**src/hdl/nsw_pkg.sv**
```systemverilog
`timescale 1ns / 1ps
// ----------------------------------------------------------------------------
// nsw_pkg
// Shared types and codes for the nonce-checked stop-and-wait link.
// ----------------------------------------------------------------------------
package nsw_pkg;

	localparam int unsigned NONCE_W    = 32;
	localparam int unsigned NODE_W     = 8;
	localparam int unsigned BYTE_W     = 8;
	localparam int unsigned TICK_W     = 16;
	localparam int unsigned RETRY_W    = 8;
	localparam int unsigned KIND_W     = 2;
	localparam int unsigned ACT_W      = 3;
	localparam int unsigned CFG_IDX_W  = 2;
	localparam int unsigned CFG_DATA_W = 16;
	localparam int unsigned IN_DATA_W  = 128;
	localparam int unsigned IN_USER_W  = 2;
	localparam int unsigned OUT_DATA_W = 72;
	localparam int unsigned OUT_USER_W = 4;

	localparam logic [KIND_W-1:0] KIND_PKT  = 2'd0;
	localparam logic [KIND_W-1:0] KIND_SEND = 2'd1;
	localparam logic [KIND_W-1:0] KIND_TICK = 2'd2;

	localparam logic [BYTE_W-1:0] MSG_DATA    = 8'h01;
	localparam logic [BYTE_W-1:0] MSG_ACK     = 8'h02;
	localparam logic [BYTE_W-1:0] MSG_NACK    = 8'h03;
	localparam logic [BYTE_W-1:0] RESP_LENGTH = 8'd10;

	localparam logic [ACT_W-1:0] ACT_ACK   = 3'd0;
	localparam logic [ACT_W-1:0] ACT_NACK  = 3'd1;
	localparam logic [ACT_W-1:0] ACT_FRAME = 3'd2;
	localparam logic [ACT_W-1:0] ACT_OK    = 3'd3;
	localparam logic [ACT_W-1:0] ACT_FAIL  = 3'd4;

	localparam logic [CFG_IDX_W-1:0] CFG_GATEWAY_ID  = 2'd0;
	localparam logic [CFG_IDX_W-1:0] CFG_RETRY_WAIT  = 2'd1;
	localparam logic [CFG_IDX_W-1:0] CFG_RETRY_LIMIT = 2'd2;

	localparam logic [NODE_W-1:0]  GATEWAY_ID_RST  = 8'd1;
	localparam logic [TICK_W-1:0]  RETRY_WAIT_RST  = 16'd200;
	localparam logic [RETRY_W-1:0] RETRY_LIMIT_RST = 8'd5;

	localparam logic [TICK_W-1:0] TICK_MAX = '1;

	typedef struct packed {
		logic [KIND_W-1:0]  kind;
		logic [NODE_W-1:0]  from_node;
		logic [BYTE_W-1:0]  msg_type;
		logic [BYTE_W-1:0]  packet_length;
		logic [NONCE_W-1:0] nonce_in_first;
		logic [NONCE_W-1:0] nonce_in_second;
		logic [BYTE_W-1:0]  signal_strength;
		logic [NONCE_W-1:0] fresh_nonce;
	} item_t;

	typedef struct packed {
		logic [ACT_W-1:0]   action;
		logic [NONCE_W-1:0] nonce_out_first;
		logic [NONCE_W-1:0] nonce_out_second;
		logic [BYTE_W-1:0]  rssi_echo;
		logic               deliver_payload;
	} result_t;

	typedef struct packed {
		logic [NODE_W-1:0]  gateway_id;
		logic [TICK_W-1:0]  retry_wait;
		logic [RETRY_W-1:0] retry_limit;
	} cfg_t;

endpackage

```
**src/hdl/nsw_in_reg.sv**
```systemverilog
`timescale 1ns / 1ps
// ----------------------------------------------------------------------------
// nsw_in_reg
// Input register: holds one accepted beat until the engine consumes it.
// ----------------------------------------------------------------------------
module nsw_in_reg import nsw_pkg::*; (
	input  logic  clk,
	input  logic  arst_n,
	input  logic  in_valid,
	output logic  in_ready,
	input  item_t in_item,
	input  logic  advance,
	output logic  item_valid,
	output item_t item
);

	logic  valid_s1;
	item_t item_s1;

	assign in_ready   = !valid_s1 || advance;
	assign item_valid = valid_s1;
	assign item       = item_s1;

	always_ff @(posedge clk or negedge arst_n) begin
		if (!arst_n) begin
			valid_s1 <= 1'b0;
		end else if (in_ready) begin
			valid_s1 <= in_valid;
		end
	end

	always_ff @(posedge clk) begin
		if (in_ready && in_valid) begin
			item_s1 <= in_item;
		end
	end

endmodule

```
**src/hdl/nsw_engine.sv**
```systemverilog
`timescale 1ns / 1ps
// ----------------------------------------------------------------------------
// nsw_engine
// Link state and per-beat decision: nonce checks, retry timer, result select.
// ----------------------------------------------------------------------------
module nsw_engine import nsw_pkg::*; (
	input  logic    clk,
	input  logic    arst_n,
	input  logic    go,
	input  item_t   item,
	input  cfg_t    cfg,
	output logic    res_valid,
	output result_t res
);

	logic [NONCE_W-1:0] old_rx_q, next_rx_q, next_tx_q;
	logic [RETRY_W-1:0] retries_q;
	logic [TICK_W-1:0]  elapsed_q;

	logic [NONCE_W-1:0] old_rx_d, next_rx_d, next_tx_d, fresh_adj;
	logic [RETRY_W-1:0] retries_d, retries_dec;
	logic [TICK_W-1:0]  elapsed_d, elapsed_inc;
	logic               pkt_ok;

	always_comb begin
		old_rx_d    = old_rx_q;
		next_rx_d   = next_rx_q;
		next_tx_d   = next_tx_q;
		retries_d   = retries_q;
		elapsed_d   = elapsed_q;
		res_valid   = 1'b0;
		res         = '0;
		pkt_ok      = (item.packet_length != '0) && (item.from_node == cfg.gateway_id);
		fresh_adj   = (item.fresh_nonce == next_rx_q) ?
			(item.fresh_nonce ^ NONCE_W'(1)) : item.fresh_nonce;
		elapsed_inc = (elapsed_q == TICK_MAX) ? elapsed_q : elapsed_q + TICK_W'(1);
		retries_dec = retries_q - RETRY_W'(1);

		case (item.kind)
			KIND_PKT: begin
				if (pkt_ok && item.msg_type == MSG_DATA) begin
					res_valid            = 1'b1;
					res.nonce_out_first  = item.nonce_in_first;
					res.nonce_out_second = next_rx_q;
					res.rssi_echo        = item.signal_strength;
					if (item.nonce_in_first == old_rx_q) begin
						res.action = ACT_ACK;
					end else if (item.nonce_in_first != next_rx_q) begin
						res.action = ACT_NACK;
					end else begin
						old_rx_d             = next_rx_q;
						next_rx_d            = fresh_adj;
						res.action           = ACT_ACK;
						res.nonce_out_second = fresh_adj;
						res.deliver_payload  = 1'b1;
					end
				end else if (pkt_ok && (item.msg_type == MSG_ACK || item.msg_type == MSG_NACK)
						&& item.packet_length == RESP_LENGTH
						&& item.nonce_in_first == next_tx_q) begin
					next_tx_d = item.nonce_in_second;
					if (item.msg_type == MSG_ACK) begin
						retries_d  = '0;
						res_valid  = 1'b1;
						res.action = ACT_OK;
					end else if (retries_q != '0) begin
						elapsed_d           = '0;
						res_valid           = 1'b1;
						res.action          = ACT_FRAME;
						res.nonce_out_first = item.nonce_in_second;
					end
				end
			end
			KIND_SEND: begin
				retries_d           = cfg.retry_limit;
				elapsed_d           = '0;
				res_valid           = 1'b1;
				res.action          = ACT_FRAME;
				res.nonce_out_first = next_tx_q;
			end
			KIND_TICK: begin
				elapsed_d = elapsed_inc;
				if (retries_q != '0 && elapsed_inc > cfg.retry_wait) begin
					retries_d = retries_dec;
					res_valid = 1'b1;
					if (retries_dec == '0) begin
						res.action = ACT_FAIL;
					end else begin
						elapsed_d           = '0;
						res.action          = ACT_FRAME;
						res.nonce_out_first = next_tx_q;
					end
				end
			end
			default: begin
			end
		endcase
	end

	always_ff @(posedge clk or negedge arst_n) begin
		if (!arst_n) begin
			old_rx_q  <= '0;
			next_rx_q <= NONCE_W'(1);
			next_tx_q <= '0;
			retries_q <= '0;
			elapsed_q <= '0;
		end else if (go) begin
			old_rx_q  <= old_rx_d;
			next_rx_q <= next_rx_d;
			next_tx_q <= next_tx_d;
			retries_q <= retries_d;
			elapsed_q <= elapsed_d;
		end
	end

`ifndef SYNTHESIS
	a_nonce_distinct: assert property (@(posedge clk) disable iff (!arst_n)
		next_rx_q != old_rx_q)
		else $error("receive nonces collapsed");

	a_send_loads: assert property (@(posedge clk) disable iff (!arst_n)
		go && item.kind == KIND_SEND |=>
		elapsed_q == '0 && retries_q == $past(cfg.retry_limit))
		else $error("send request did not restart timer and retries");

	a_deliver_rolls: assert property (@(posedge clk) disable iff (!arst_n)
		go && res_valid && res.deliver_payload |=> old_rx_q == $past(next_rx_q))
		else $error("delivered packet did not roll receive nonce");

	a_fail_clears: assert property (@(posedge clk) disable iff (!arst_n)
		go && res_valid && (res.action == ACT_FAIL || res.action == ACT_OK) |=>
		retries_q == '0)
		else $error("finished send still pending");
`endif

endmodule

```
**src/hdl/nsw_out_reg.sv**
```systemverilog
`timescale 1ns / 1ps
// ----------------------------------------------------------------------------
// nsw_out_reg
// Result register: holds one result beat until the sink takes it.
// ----------------------------------------------------------------------------
module nsw_out_reg import nsw_pkg::*; (
	input  logic    clk,
	input  logic    arst_n,
	input  logic    load,
	input  result_t res,
	output logic    out_valid,
	input  logic    out_ready,
	output result_t out_res
);

	logic    valid_s2;
	result_t res_s2;

	assign out_valid = valid_s2;
	assign out_res   = res_s2;

	always_ff @(posedge clk or negedge arst_n) begin
		if (!arst_n) begin
			valid_s2 <= 1'b0;
		end else if (load) begin
			valid_s2 <= 1'b1;
		end else if (out_ready) begin
			valid_s2 <= 1'b0;
		end
	end

	always_ff @(posedge clk) begin
		if (load) begin
			res_s2 <= res;
		end
	end

endmodule

```
**src/hdl/nonce_stop_and_wait_link.sv**
```systemverilog
`timescale 1ns / 1ps
// Sensor side of a nonce-checked stop-and-wait link. Each input beat is a
// received packet header, a send request or a one millisecond tick, selected
// by s_tuser; each yields at most one result beat (ack, nack, data frame,
// send ok or send failed). A beat passes an input register, is decided against
// the link state and is loaded into a result register; one beat is taken every
// cycle while the result register is not stalled, and only a stalled result
// register holds back input. Configuration writes take effect on the next edge.
// ----------------------------------------------------------------------------
// nonce_stop_and_wait_link
// Top level: stream ports, configuration registers, input/engine/output.
// ----------------------------------------------------------------------------
module nonce_stop_and_wait_link import nsw_pkg::*; (
	input  logic                  clk,
	input  logic                  arst_n,
	input  logic                  cfg_we,
	input  logic [CFG_IDX_W-1:0]  cfg_index,
	input  logic [CFG_DATA_W-1:0] cfg_data,
	input  logic                  s_tvalid,
	output logic                  s_tready,
	// from_node, msg_type, packet_length, nonce_in_first, nonce_in_second,
	// signal_strength, fresh_nonce
	input  logic [IN_DATA_W-1:0]  s_tdata,
	// kind
	input  logic [IN_USER_W-1:0]  s_tuser,
	output logic                  m_tvalid,
	input  logic                  m_tready,
	// nonce_out_first, nonce_out_second, rssi_echo
	output logic [OUT_DATA_W-1:0] m_tdata,
	// action, deliver_payload
	output logic [OUT_USER_W-1:0] m_tuser
);

	cfg_t    cfg_q;
	item_t   in_item, item;
	logic    item_valid, advance, res_valid;
	result_t res, out_res;

	always_ff @(posedge clk or negedge arst_n) begin
		if (!arst_n) begin
			cfg_q.gateway_id  <= GATEWAY_ID_RST;
			cfg_q.retry_wait  <= RETRY_WAIT_RST;
			cfg_q.retry_limit <= RETRY_LIMIT_RST;
		end else if (cfg_we) begin
			unique case (cfg_index)
				CFG_GATEWAY_ID:  cfg_q.gateway_id  <= cfg_data[NODE_W-1:0];
				CFG_RETRY_WAIT:  cfg_q.retry_wait  <= cfg_data[TICK_W-1:0];
				CFG_RETRY_LIMIT: cfg_q.retry_limit <= cfg_data[RETRY_W-1:0];
				default: begin
				end
			endcase
		end
	end

	assign in_item.kind            = s_tuser;
	assign in_item.from_node       = s_tdata[7:0];
	assign in_item.msg_type        = s_tdata[15:8];
	assign in_item.packet_length   = s_tdata[23:16];
	assign in_item.nonce_in_first  = s_tdata[55:24];
	assign in_item.nonce_in_second = s_tdata[87:56];
	assign in_item.signal_strength = s_tdata[95:88];
	assign in_item.fresh_nonce     = s_tdata[127:96];

	assign advance = item_valid && (!m_tvalid || m_tready);

	nsw_in_reg u_in_reg (
		.clk        (clk),
		.arst_n     (arst_n),
		.in_valid   (s_tvalid),
		.in_ready   (s_tready),
		.in_item    (in_item),
		.advance    (advance),
		.item_valid (item_valid),
		.item       (item)
	);

	nsw_engine u_engine (
		.clk       (clk),
		.arst_n    (arst_n),
		.go        (advance),
		.item      (item),
		.cfg       (cfg_q),
		.res_valid (res_valid),
		.res       (res)
	);

	nsw_out_reg u_out_reg (
		.clk       (clk),
		.arst_n    (arst_n),
		.load      (advance && res_valid),
		.res       (res),
		.out_valid (m_tvalid),
		.out_ready (m_tready),
		.out_res   (out_res)
	);

	assign m_tdata = {out_res.rssi_echo, out_res.nonce_out_second, out_res.nonce_out_first};
	assign m_tuser = {out_res.deliver_payload, out_res.action};

endmodule

```
**config.mk**
```make
export PLATFORM = sky130hd
export DESIGN_NAME = nonce_stop_and_wait_link
export DESIGN_NICKNAME = d
export VERILOG_FILES = /design/src/hdl/nsw_pkg.sv /design/src/hdl/nsw_in_reg.sv /design/src/hdl/nsw_engine.sv /design/src/hdl/nsw_out_reg.sv /design/src/hdl/nonce_stop_and_wait_link.sv
export SDC_FILE = /design/constraint.sdc
export NUM_CORES = 1
export LEC_CHECK = 0
export BUFFER_PORTS_ARGS = -buffer_cell sky130_fd_sc_hd__buf_2
export CELL_PAD_IN_SITES_DETAIL_PLACEMENT = 1
export CELL_PAD_IN_SITES_GLOBAL_PLACEMENT = 1
export CORE_ASPECT_RATIO = 1.5
export CORE_MARGIN = 2
export CORE_UTILIZATION = 47
export DETAILED_ROUTE_END_ITERATION = 10
export GPL_ROUTABILITY_DRIVEN = 1
export PLACE_DENSITY = 0.78
export SLEW_MARGIN = 10
export SYNTH_ARGS = -nofsm -noshare
export SYNTH_HDL_FRONTEND = slang
export SYNTH_HIERARCHICAL = 1
export SYNTH_SLANG_ARGS = --single-unit
export TNS_END_PERCENT = 20
```
**constraint.sdc**
```tcl
create_clock -name clk -period 6.1 [get_ports clk]
set_input_delay 0.305 -clock clk [delete_from_list [all_inputs] [get_ports clk]]
set_output_delay 0.305 -clock clk [all_outputs]
set_load 0.02 [all_outputs]
```
After elaboration in Yosys (flattened, before gate mapping)
Cells that the tools add are included.
- word-level logic and storage cells: 118
- flip-flop bits (word level): 360
- bitwise operators: 5
- add/sub/neg operators: 2
- $lt $le $gt $ge: 1
- reductions and logical operators: 31
- equal/unequal tests: 20
- mux-type cells: 36
- operators by type and width (cell ; count):
    $mux W32 ; 4
    $mux W16 ; 7
    $mux W35 ; 3
    $pmux W35 S3 ; 1
    $eq A32 B32 Y1 ; 3
    $pmux W16 S3 ; 1
    $mux W34 ; 1
    $mux W8 ; 4
    $ne A32 B32 Y1 ; 1
    $pmux W8 S3 ; 1
    $add A16 B1 Y16 const B ; 1
    $eq A16 B16 Y1 const B ; 1
    $eq A8 B2 Y1 const B ; 2
    $gt A16 B16 Y1 ; 1
    $reduce_bool A8 Y1 ; 2
    $reduce_and A6 Y1 ; 2
    $mux W1 ; 10
    $logic_and A1 B1 Y1 ; 9
    $mux W3 ; 3
    $eq A8 B1 Y1 const B ; 1
    $eq A8 B4 Y1 const B ; 1
    $eq A8 B8 Y1 ; 1
    $logic_not A8 Y1 ; 1
    $ne A2 B1 Y1 const B ; 4
    other kinds (16) ; 30

Longest topological paths before layout
Gate-level depths: netlist (run 1).
- word-level depth: 10
- gate-level depth with buffers: 17
- gate-level depth less buffers: 16

Hierarchy
Netlist (run 1), hierarchy kept.
- by module, submodules not included (module ; area an instance (um^2) ; instances ; cells each ; seq. area each (um^2)):
    nsw_engine ; 8767.2 ; 1 ; 875 ; 3004.1
    nsw_in_reg ; 3957.5 ; 1 ; 134 ; 3928.8
    nsw_out_reg ; 2318.5 ; 1 ; 79 ; 2307.2
    nonce_stop_and_wait_link ; 1248.7 ; 1 ; 71 ; 808.3

Worst setup path after synthesis (run 1)
Ideal clock, no wire load.
- path type: register to register
- start: reg u_engine.elapsed_q[4]
- end: reg u_out_reg.res_s2, in the netlist u_out_reg/out_res[0], enable pin
- cell stages (with the launch flop): 16
- required time: 5.656 ns
- library setup time: 0.444 ns
- data arrival time: 4.798 ns
- setup slack: 0.858 ns
- buffers on the path: 1
- cell sequence: dfrtp_1 -> clkbuf_1 -> nand4_1 -> nor2_1 -> nand4_1 -> nand3_1 -> nor2_1 -> xor2_1 -> ha_1 -> nand2_1 -> nor4_1 -> a21boi_0 -> or3_1 -> nand3_1 -> a31oi_1 -> and3_1
- cells in the longest elaborated chain, start to end: 7
- elaborated cells on any way between the ends: 8
- ends and longest elaborated chain (item ; line ; text):
    start, declared ; nsw_engine.sv:18 ; logic [TICK_W-1:0] elapsed_q;
    start signal, assigned ; nsw_engine.sv:111 ; elapsed_q <= elapsed_d;
    $add A16 B1 Y16 or $eq A16 B16 Y1 (tied branches) ; nsw_engine.sv:36 ; elapsed_inc = (elapsed_q == TICK_MAX) ? elapsed_q : elapsed_q + TICK_W'(1);
    $mux W16 * ; nsw_engine.sv:36 ;
    $gt A16 B16 Y1 * ; nsw_engine.sv:82 ; if (retries_q != '0 && elapsed_inc > cfg.retry_wait) begin
    $logic_and A1 B1 Y1 * ; nsw_engine.sv:82 ;
    $mux W1 * ; nsw_engine.sv:82 ;
    $pmux W1 S3 * ; nsw_engine.sv:39 ; case (item.kind)
    via res_valid ; nonce_stop_and_wait_link.sv:36 ; logic item_valid, advance, res_valid;
    $logic_and A1 B1 Y1 * ; nonce_stop_and_wait_link.sv:90 ; .load (advance && res_valid),
    end signal, assigned ; nsw_out_reg.sv:34 ; res_s2 <= res;
    end, declared ; nsw_out_reg.sv:17 ; result_t res_s2;
Mark *: on every way through the listed nets, which the timed path passes. The rest lies on a longest branch.
A chain may end at the register's enable or synchronous reset.

Worst setup path after layout (run 1)
- start: reg u_engine.elapsed_q[4]
- end: reg u_out_reg.res_s2, in the netlist u_out_reg/out_res[3], enable pin
The elaborated chain is that of the path after synthesis.

==> results.md, run 1 <==
- Max Fclk: 195 MHz
- Worst setup path startpoint: u_engine/elapsed_q[4]
- Cells after Synth: 1159
- Worst Hold Class: in -> reg
- Vias: 11400
- Yosys top cell area share: 0.380
- Post-Place Setup Slack: 1080 ps
- Fin crit share: 0.839
- Worst Hold Launch: cfg_data[13]
- Min Clock Period, post-route: 5120 ps
- Total Wirelength: 52100 µm
- RR Endpoint: u_out_reg/out_res[3]
- Post-cts repair resize count: 0
- Final hold vios: 0
- Most frequent cells in the layout: 229 x buf_2, 206 x edfxtp_1, 147 x dfrtp_1, 135 x dlygate4sd3_1, 130 x mux2_2
- GRT Total Usage: 0.291
- FF-to-FF path depth: 15
- Number of enable flip-flop cells after synthesis: 206
- TritonCTS clock tree: yes
- Site Rows: 83
- Hold path cells: 2
- Critical Path RT: about 6300 ps
- Port Buffers: 230
- Vias per cell: 5.75
- Setup TNS: 0 ps
- Clock tree root buffer cell: clkbuf_16
- Global-route wire length before repair: between 70000 and 80000 µm
- Most common cell after layout, fill and taps aside: buf_2
- M2 GR Usage: 0.554
- Met1 usage: 0.313
- GR Overflow Total: 0
- H-Tree Depth: 2
- Reg2Reg Setup Slack: 980 ps
- Clock buffer depth: 3
- Mean Syn Cell Area: 14.1 µm²
- CP startpoint kind: flop
- Status: completed
- Die X: 156 µm
- Initial antenna violation count: 1
- Reg2reg start: u_engine/elapsed_q[4]
- Hold Crit Endpoint: cfg_q[21]
- Clk Latency, worst-skew pair: 560 ps
- Dominant cell type by area after synthesis: edfxtp_1
- Synth area leaders: edfxtp_1 38%, dfrtp_1 23%, mux2_2 9.0%
- Drt first pass iters: 5
- Setup violations, final: 0
- Synth Register Bits: 360
- Core area: around 34000 µm²
- Syn Nets: 1335
- Ports: roughly 230
- RSZ-0062 raised after global routing: no
- Synth Flop Type: edfxtp_1
- Y dimension of the die: ~230 µm
- Max-slew violation count: 0
- DR iter-0 viols: ~730
- Max_cap viols: 0
- DRC Markers: 0
- HPWL Detailed: about 33000 µm
- P_leak: 8.29 nW
- CTS clk-pin slew, worst paths: 60 ps
- VDD IR max: 0.000268 V
- Warnings from Yosys: 6
- Max Clock Skew: approximately 36 ps
- Post-route ant nets: 0
- Clock sinks: between 300 and 400
- Slowest stage delay, CP: between 500 and 600 ps
- WL per Instance: 26.2 µm
- Slew headroom: 0.196
- Initial Utilization: 0.477
- DIE AREA: roughly 36000 µm²
- Number of global-route vias before repair: 12800
- Netlist cell types: 67
- Final #Nets: 1709
- Share of layout cells above drive strength 1: 0.293
- Cell Pwr Density: 286 nW/µm²
- Crit path max fanout: 44
- Slowest cell on the critical path: and3_4
- Post-Syn Area: around 16000 µm²
- Post-synthesis sequential area ratio: 0.617
- CP Capture Type: flop
- Slew @ Worst Pin: approximately 1200 ps
- Busiest layer in global routing: met2
- GR Util met3: 0.0362
- Critical path type: reg -> reg
- CTS buffer count: 36
- Area grow syn2layout: 25.5%
- Pin count of the biggest net entering global routing: 96
- Post-synth ARST share: 0.428
- Crit-path cells: nand4_1 -> nor2_1 -> nand4_1 -> nand3_1 -> nor2_1 -> xor2_1 -> ha_1 -> nand2_1 -> nor4_1 -> a21boi_0 -> or3_1 -> nand3_1 -> a31oi_1 -> and3_4 -> buf_12
- GP Congestion: 0.876
- Final setup margin: 984 ps
- Worst EP arrival: 5330 ps
## synthesized netlist by cell type, drive strengths merged, types with 3 or more instances
master / number
a22o: 4
buf: 23
xnor2: 104
o21ai: 24
nor3: 13
and4b: 3
nor2b: 4
nor2: 62
ha: 23
nand2: 37
and2: 14
dfrtp: 147
nor3b: 34
and4: 5
mux2: 131
o31ai: 10
dfstp: 7
nand3: 22
edfxtp: 206
inv: 30
nand2b: 6
clkbuf: 19
and3: 6
nor4: 28
or3: 5
o21bai: 5
a21oi: 13
xor2: 44
nand4: 32
a221o: 34
a21o: 3
nand3b: 4
mux2i: 33
o41ai: 4
## cells by family (layout without fill, tap and decap cells)
group | count (synthesis) | count (layout) | share of synthesized area
compound gates | 112 | 112 | 0.0541
xor+xnor | 148 | 148 | 0.0796
fa+ha+maj | 23 | 23 | 0.0177
buf+inv | 72 | 474 | 0.0194
flops | 360 | 360 | 0.617
mux | 164 | 164 | 0.111
other cells | 0 | 1 | 0
simple gates | 280 | 280 | 0.101
## state kept, by name, indices dropped and copies added (netlist names), 8 cells and up
name and flops:
u_engine/next_tx_q 32, u_in_reg/item 130, u_engine/old_rx_q 32, u_engine/retries_q 8, u_engine/next_rx_q 32, u_engine/elapsed_q 16, u_out_reg/out_res 76, cfg_q 32
## per-layer routing
layer  up-vias  part of all wire  wire length, µm
met5         -                 0                0
met3       130             0.040             2070
met4         0             0.055             2850
li1       5054                 -                -
met2       386              0.55            28600
met1      5857              0.36            18600
## where the power goes
part	internal, W	switching (W)	total, W
registers	0.00276	0.000138	0.00290
clock network	0.00124	0.00100	0.00225
logic	0.000293	0.000411	0.000704
## critical path: cells and delay by family (launching register included)
family          cells  cell delay (ps)
simple gates       10             2940
flops               1              500
compound gates      2              480
buf+inv             1              340
fa+ha+maj           1              300
xor+xnor            1              160
## through the flow
stage | area (µm²) | util | std cells | total power (W) | hold slack, ps
2_1_floorplan | 16300 | - | 1159 | 0.00328 | 9.41
3_3_place_gp | 17900 | 0.524 | 1785 | 0.00354 | 481
3_5_place_dp | 17900 | 0.524 | 1785 | 0.00356 | 483
4_1_cts | 20400 | 0.598 | 1986 | 0.00583 | 0.364
5_1_grt | 20400 | 0.598 | 1987 | 0.00603 | 5.25
6_report | 20400 | 0.598 | 1987 | 0.00585 | 14.1
## cell type report
cell class | instances | area (µm²)
diodes | 1 | 2.50
clock buffers | 54 | 1080
clock inverters | 12 | 98.8
fillers | 3315 | 13700
inverters | 30 | 113
multi-input cells | 727 | 5950
flip-flops and latches | 360 | 10000
well taps | 425 | 532
repair buffers | 378 | 2620
## worst max-delay path by stage
stage,cells after the start,to
6_report,15,u_out_reg/out_res[3]
5_1_grt,15,u_out_reg/out_res[3]
4_1_cts,15,u_out_reg/out_res[5]
3_5_place_dp,15,u_out_reg/out_res[6]
3_3_place_gp,15,u_out_reg/out_res[6]
2_1_floorplan,15,u_out_reg/out_res[0]
## timing repair
item | in CTS | in global routing
endpoints found under the hold margin | 222 | 0
hold buffers | 135 | 0
setup buffers | 0 | 0
Power figures use the tool's default switching activity.
==> run 2, diff against run 1 <==
==> constraint.sdc (replaced) <==
create_clock -name clk -period 5.07 [get_ports clk]
set_input_delay 0.2535 -clock clk [delete_from_list [all_inputs] [get_ports clk]]
set_output_delay 0.2535 -clock clk [all_outputs]
set_load 0.02 [all_outputs]
==> run 2 against run 1 <==
Compared with the run above: utilization is 0.11 points higher; clock power is 14% higher; critical path depth stayed put; worst hold slack worse by 1.3 ps; total power is 18% higher; sequential share of layout area is 0.090 points lower; routed wire length hardly changed; first-iteration DRC count is 1.6% lower; highest routed layer unchanged.
==> results.md, run 2 (synthesized netlist as in run 1, its figures left out) <==
- Hold slack final: 12.8 ps (-1.29 ps)
- DP Cell Count: 1791 (+0.34%)
- Reg2Reg Setup Slack: 400 ps (-580 ps)
- Worst Hold Launch: cfg_data[6]
- Slew headroom: 0.234 (+0.0381)
- Hold Crit Endpoint: cfg_q[30]
- Share of layout cells above drive strength 1: 0.291 (-0.00261)
- Drt first pass iters: 5 (unchanged)
- Core area: 34200 µm² (unchanged)
- Number of global-route vias before repair: 12900 (+1.4%)
- Y dimension of the die: 232 µm (unchanged)
- Initial Utilization: 0.477 (unchanged)
- CTS buffer count: 36 (unchanged)
- Reg2reg start: u_engine/elapsed_q[4]
- RR Endpoint: u_out_reg/out_res[42]
- CP bufs+invs: 1 (unchanged)
- Final Util: 0.599 (+0.00110)
- P_leak: 8.31 nW (+0.19%)
- DRC Markers: 0 (unchanged)
- TritonCTS clock tree: yes
- Cell Pwr Density: 337 nW/µm² (+18%)
- CP Capture Type: flop
- Worst Hold Class: in -> reg
- Crit-path cells: nand4_1 -> nor2_1 -> nand4_1 -> nand3_1 -> nor2_1 -> xor2_1 -> ha_1 -> nand2_1 -> nor4_1 -> a21boi_0 -> or3_1 -> nand3_1 -> a31oi_1 -> and3_4 -> buf_4
- Slew @ Worst Pin: 1150 ps (-57.2 ps)
- FF-to-FF path depth: 15 (unchanged)
- Fin cells: 2001 (+0.70%)
- DIE AREA: 36200 µm² (unchanged)
- Area of the multi-input gates: 5950 µm² (unchanged)
- Die X: 156 µm (unchanged)
- GR Overflow Total: 0 (unchanged)
- Setup violations, final: 0 (unchanged)
- Max Clock Skew: 24.5 ps (-12.0 ps)
- WL per Instance: 26.0 µm (-0.66%)
- Site Rows: 83 (unchanged)
- VDD IR max: 0.000265 V (-1.2%)
- Final hold vios: 0 (unchanged)
- Clock buffer depth: 3 (unchanged)
- GP Congestion: 0.896 (+2.2%)
- HPWL Detailed: 33900 µm (+1.9%)
- CP startpoint kind: flop
- Vias per cell: 5.81 (+1.1%)
- Post-cts repair resize count: 0 (unchanged)
- Ports: 231 (unchanged)
- RSZ-0062 raised after global routing: no
- Post-route ant nets: 0 (unchanged)
- Global-route wire length before repair: 78800 µm (+1.2%)
- Worst setup path startpoint: u_engine/elapsed_q[4]
- Worst EP arrival: 4880 ps (-450 ps)
- Cts hold-fix bufs: 144 (+6.7%)
- Max Fclk: 214 MHz (+9.6%)
- Status: completed
- GRT Total Usage: 0.292 (+0.00181)
- Port Buffers: 230 (unchanged)
- Hold path cells: 2 (unchanged)
- Setup repair bufs after CTS: 0 (unchanged)
- Clk Latency, worst-skew pair: 540 ps (-20 ps)
- Most frequent cells in the layout: 229 x buf_2, 206 x edfxtp_1, 147 x dfrtp_1, 144 x dlygate4sd3_1, 130 x mux2_2
- Area grow syn2layout: 25.7%
- Initial antenna violation count: 1 (unchanged)
- Total Wirelength: 52100 µm (about the same)
- Vias: 11600 (+1.8%)
- Crit path max fanout: 26 (-41%)
- Setup TNS: 0 ps (unchanged)
- Final #Nets: 1724 (+0.88%)
- Sequential cell area: 10000 µm² (unchanged)
- Most common cell after layout, fill and taps aside: buf_2
- Max_cap viols: 0 (unchanged)
- H-Tree Depth: 2 (unchanged)
- Pin count of the biggest net entering global routing: 82 (-15%)
- Fin crit share: 0.921 (+0.0824)
- Slowest cell on the critical path: and3_4
- Critical Path RT: 5280 ps (-1030 ps)
- DR iter-0 viols: 719 (-1.6%)
- Max reg flops: 130 (unchanged)
- Slowest stage delay, CP: 520 ps (-50 ps)
- Max-slew violation count: 0 (unchanged)
- CTS clk-pin slew, worst paths: 70 ps (about the same)
- # fillers: 3329 (+0.42%)
- Critical path type: reg -> reg
- Clock tree root buffer cell: clkbuf_16
- Clock sinks: 360 (unchanged)
- Min Clock Period, post-route: 4670 ps (-446 ps)
- Delay-heaviest family, CP: simple AND/OR/NAND/NOR gates
[run 2: stage by stage]
stage	total power (W)	setup WS, ps	area [µm²]
5_1_grt	0.00713	39.8	20500
4_1_cts	0.00690	446	20500
6_report	0.00691	400	20500
3_3_place_gp	0.00426	656	18000
3_5_place_dp	0.00429	469	18000
2_1_floorplan	0.00394	686	16300
[run 2: worst register-to-register path, cell delays in order, from the launching register on]
cell and delay (ps):
dfrtp_1 480, nand4_1 210, nor2_1 240, nand4_1 390, nand3_1 380, nor2_1 110
xor2_1 150, ha_1 310, nand2_1 70, nor4_1 340, a21boi_0 280, or3_1 210
nand3_1 120, a31oi_1 190, and3_4 520, buf_4 360
[run 2: where the power goes]
group | internal (W) | total [W] | switching (W)
Sequential | 0.00332 | 0.00348 | 0.000165
Clock | 0.00139 | 0.00256 | 0.00117
Combinational | 0.000360 | 0.000858 | 0.000498
[run 2: layout make-up]
| type | instances | area share |
|---|---|---|
| diodes | 1 | 0.000122 |
| clock buffers | 55 | 0.0494 |
| clock inverters | 10 | 0.00336 |
| inverters | 30 | 0.00550 |
| multi-input cells | 727 | 0.290 |
| flip-flops and latches | 360 | 0.491 |
| well taps | 425 | 0.0260 |
| repair buffers | 393 | 0.134 |
[run 2: how the worst max path moves through the flow]
stage,endpoint,depth (start not counted)
after floorplan,u_out_reg/out_res[0],15
after global placement,u_out_reg/out_res[52],15
after detailed placement,u_out_reg/out_res[12],15
after CTS,u_out_reg/out_res[53],15
after global routing,u_out_reg/out_res[57],16
final,u_out_reg/out_res[42],15
[run 2: routing by layer]
metal  global-route usage  wire, µm
met5                    0         0
met4                0.149      2920
met3               0.0351      2270
met2                0.548     28500
met1                0.322     18400
==> run 3, diff against run 2 <==
--- a/config.mk
+++ b/config.mk
@@ -10,10 +10,11 @@
 export CELL_PAD_IN_SITES_GLOBAL_PLACEMENT = 1
 export CORE_ASPECT_RATIO = 1.5
 export CORE_MARGIN = 2
-export CORE_UTILIZATION = 47
+export CORE_UTILIZATION = 35
 export DETAILED_ROUTE_END_ITERATION = 10
 export GPL_ROUTABILITY_DRIVEN = 1
-export PLACE_DENSITY = 0.78
+export MAX_ROUTING_LAYER = met4
+export PLACE_DENSITY = 0.61
 export SLEW_MARGIN = 10
 export SYNTH_ARGS = -nofsm -noshare
 export SYNTH_HDL_FRONTEND = slang
==> run 3 against run 2 <==
Compared with the run above: clock power rose by 8.2%; cell area rose by 1.7%; worst hold slack improved by 18 ps; largest power group unchanged.
==> results.md, run 3 (synthesized netlist as in run 1, its figures left out) <==
- Port Buffers: 230 (unchanged)
- Final Util: 0.454 (-0.145)
- Status: completed
- Clk Latency, worst-skew pair: 550 ps (about the same)
- Worst Hold Launch: cfg_data[3]
- Worst Hold Class: in -> reg
- Fin cells: 2166 (+8.2%)
- Vias per cell: 5.12 (-12%)
- Critical path type: reg -> reg
- H-Tree Depth: 2 (unchanged)
- GP Congestion: 0.871 (-2.8%)
- DRC Markers: 0 (unchanged)
- HPWL Detailed: 36000 µm (+6.1%)
- GRT Total Usage: 0.212 (-0.0809)
- Drt first pass iters: 4 (-1)
- Site Rows: 96 (+16%)
- Most common cell after layout, fill and taps aside: buf_2
- Slew headroom: 0.363 (+0.129)
- Vias: 11100 (-4.6%)
- WL per Instance: 23.3 µm (-11%)
- Hold slack final: 30.6 ps (+17.8 ps)
- Cts hold-fix bufs: 141 (-2.1%)
- Clock buffer depth: 3 (unchanged)
- Die X: 180 µm (+15%)
- CTS buffer count: 39 (+8.3%)
- Fin crit share: 0.873 (-0.0484)
- N_diodes: 0 (-1)
- Max Fclk: 226 MHz (+5.5%)
- Max-slew violation count: 0 (unchanged)
- DP Cell Count: 1954 (+9.1%)
- Worst setup path startpoint: u_engine/elapsed_q[4]
- FF-to-FF path depth: 16 (+1)
- P_leak: 8.36 nW (+0.67%)
- CP Capture Type: flop
- Initial antenna violation count: 0 (-1)
- Post-route ant nets: 0 (unchanged)
- Cell Pwr Density: 342 nW/µm² (+1.4%)
- Critical Path RT: 5270 ps (about the same)
- Final #Nets: 1724 (unchanged)
- Core area: 45900 µm² (+34%)
- Number of global-route vias before repair: 12400 (-4.3%)
- Setup violations, final: 0 (unchanged)
- Max reg flops: 130 (unchanged)
- Area grow syn2layout: 27.8%
- Post-cts repair resize count: 0 (unchanged)
- DIE AREA: 48300 µm² (+33%)
- Ports: 231 (unchanged)
- Initial Utilization: 0.355 (-0.122)
- CTS clk-pin slew, worst paths: 60 ps (about the same)
- Global-route wire length before repair: 75200 µm (-4.6%)
- Most frequent cells in the layout: 229 x buf_2, 206 x edfxtp_1, 147 x dfrtp_1, 141 x dlygate4sd3_1, 130 x mux2_2
- DR iter-0 viols: 450 (-37%)
- Reg2reg start: u_engine/elapsed_q[4]
- Share of layout cells above drive strength 1: 0.295 (+0.00388)
- Max_cap viols: 0 (unchanged)
- Y dimension of the die: 268 µm (+16%)
- RSZ-0062 raised after global routing: no
- Max Clock Skew: 22.3 ps (-2.25 ps)
- Min Clock Period, post-route: 4420 ps (-245 ps)
- CP startpoint kind: flop
- Setup repair bufs after CTS: 0 (unchanged)
- Slew @ Worst Pin: 955 ps (-193 ps)
- Clock sinks: 360 (unchanged)
- Hold path cells: 2 (unchanged)
- VDD IR max: 0.000239 V (-9.9%)
- Final hold vios: 0 (unchanged)
- Worst EP arrival: 4630 ps (-250 ps)
- Crit path max fanout: 46 (+77%)
- TritonCTS clock tree: yes
- Pin count of the biggest net entering global routing: 77 (-6.1%)
- Total Wirelength: 50400 µm (-3.2%)
- GR Overflow Total: 0 (unchanged)
- Clock tree root buffer cell: clkbuf_16
- Setup TNS: 0 ps (unchanged)
==> run 3: cell types whose count changed in the layout (fill, tap and decap cells not counted), sizes merged <==
cell,delta
dlygate4sd3,-3
diode,-1
inv,+1
clkinvlp,+2
clkbuf,+3
==> run 3: worst max-delay path, stage by stage, from the launching register on <==
cell and delay, ps:
dfrtp_1 500, nand4_1 180, nor2_1 280, and3_1 260, and2_1 160, nand3b_1 70, o21ai_0 120, inv_1 70
ha_1 320, nand4_1 200, nor4_1 470, a21boi_0 290, or3_1 270, nand3_1 140, a31oi_1 190, and3_4 250
buf_12 260
==> run 3: worst paths after layout <==
| kind | to | slack (ps) |
|---|---|---|
| worst max-delay path | u_out_reg/out_res[30] | 650 |
| worst min-delay path | cfg_q[11] | 30 |
| worst max register to register | u_out_reg/out_res[30] | 650 |
| worst min register to register | cfg_q[13] | 510 |
| max in group asynchronous | u_engine/next_tx_q[26] | 3590 |
| min in group asynchronous | cfg_q[4] | 350 |
==> run 3: routing by layer <==
metal,vias to the layer above,wire [µm],global-route usage
met5,-,0,-
met4,0,1590,0.0704
met3,76,1480,0.0197
met2,250,28400,0.410
met1,5680,18900,0.224
li1,5094,-,-
==> run 3: area by class of cell <==
class	instances	area, µm²
Multi-Input combinational cell	727	5950
Fill cell	4735	25100
Timing Repair Buffer	390	2750
Clock buffer	58	1140
Sequential cell	360	10000
Inverter	30	113
Clock inverter	13	90.1
Tap cell	588	736
==> run 3: through the flow <==
step                power, W  setup slack [ps]  cell area, µm²
finish               0.00712               646           20800
global route         0.00739               205           20800
CTS                  0.00721               622           20800
detailed placement   0.00433               641           18200
global placement     0.00431               766           18200
floorplan            0.00394               686           16300
==> run 3: power breakdown <==
part	internal [W]	leakage, nW	switching (W)
clock network	0.00157	0.598	0.00120
logic	0.000363	3.78	0.000510
registers	0.00332	3.98	0.000159
total	0.00525	8.36	0.00187
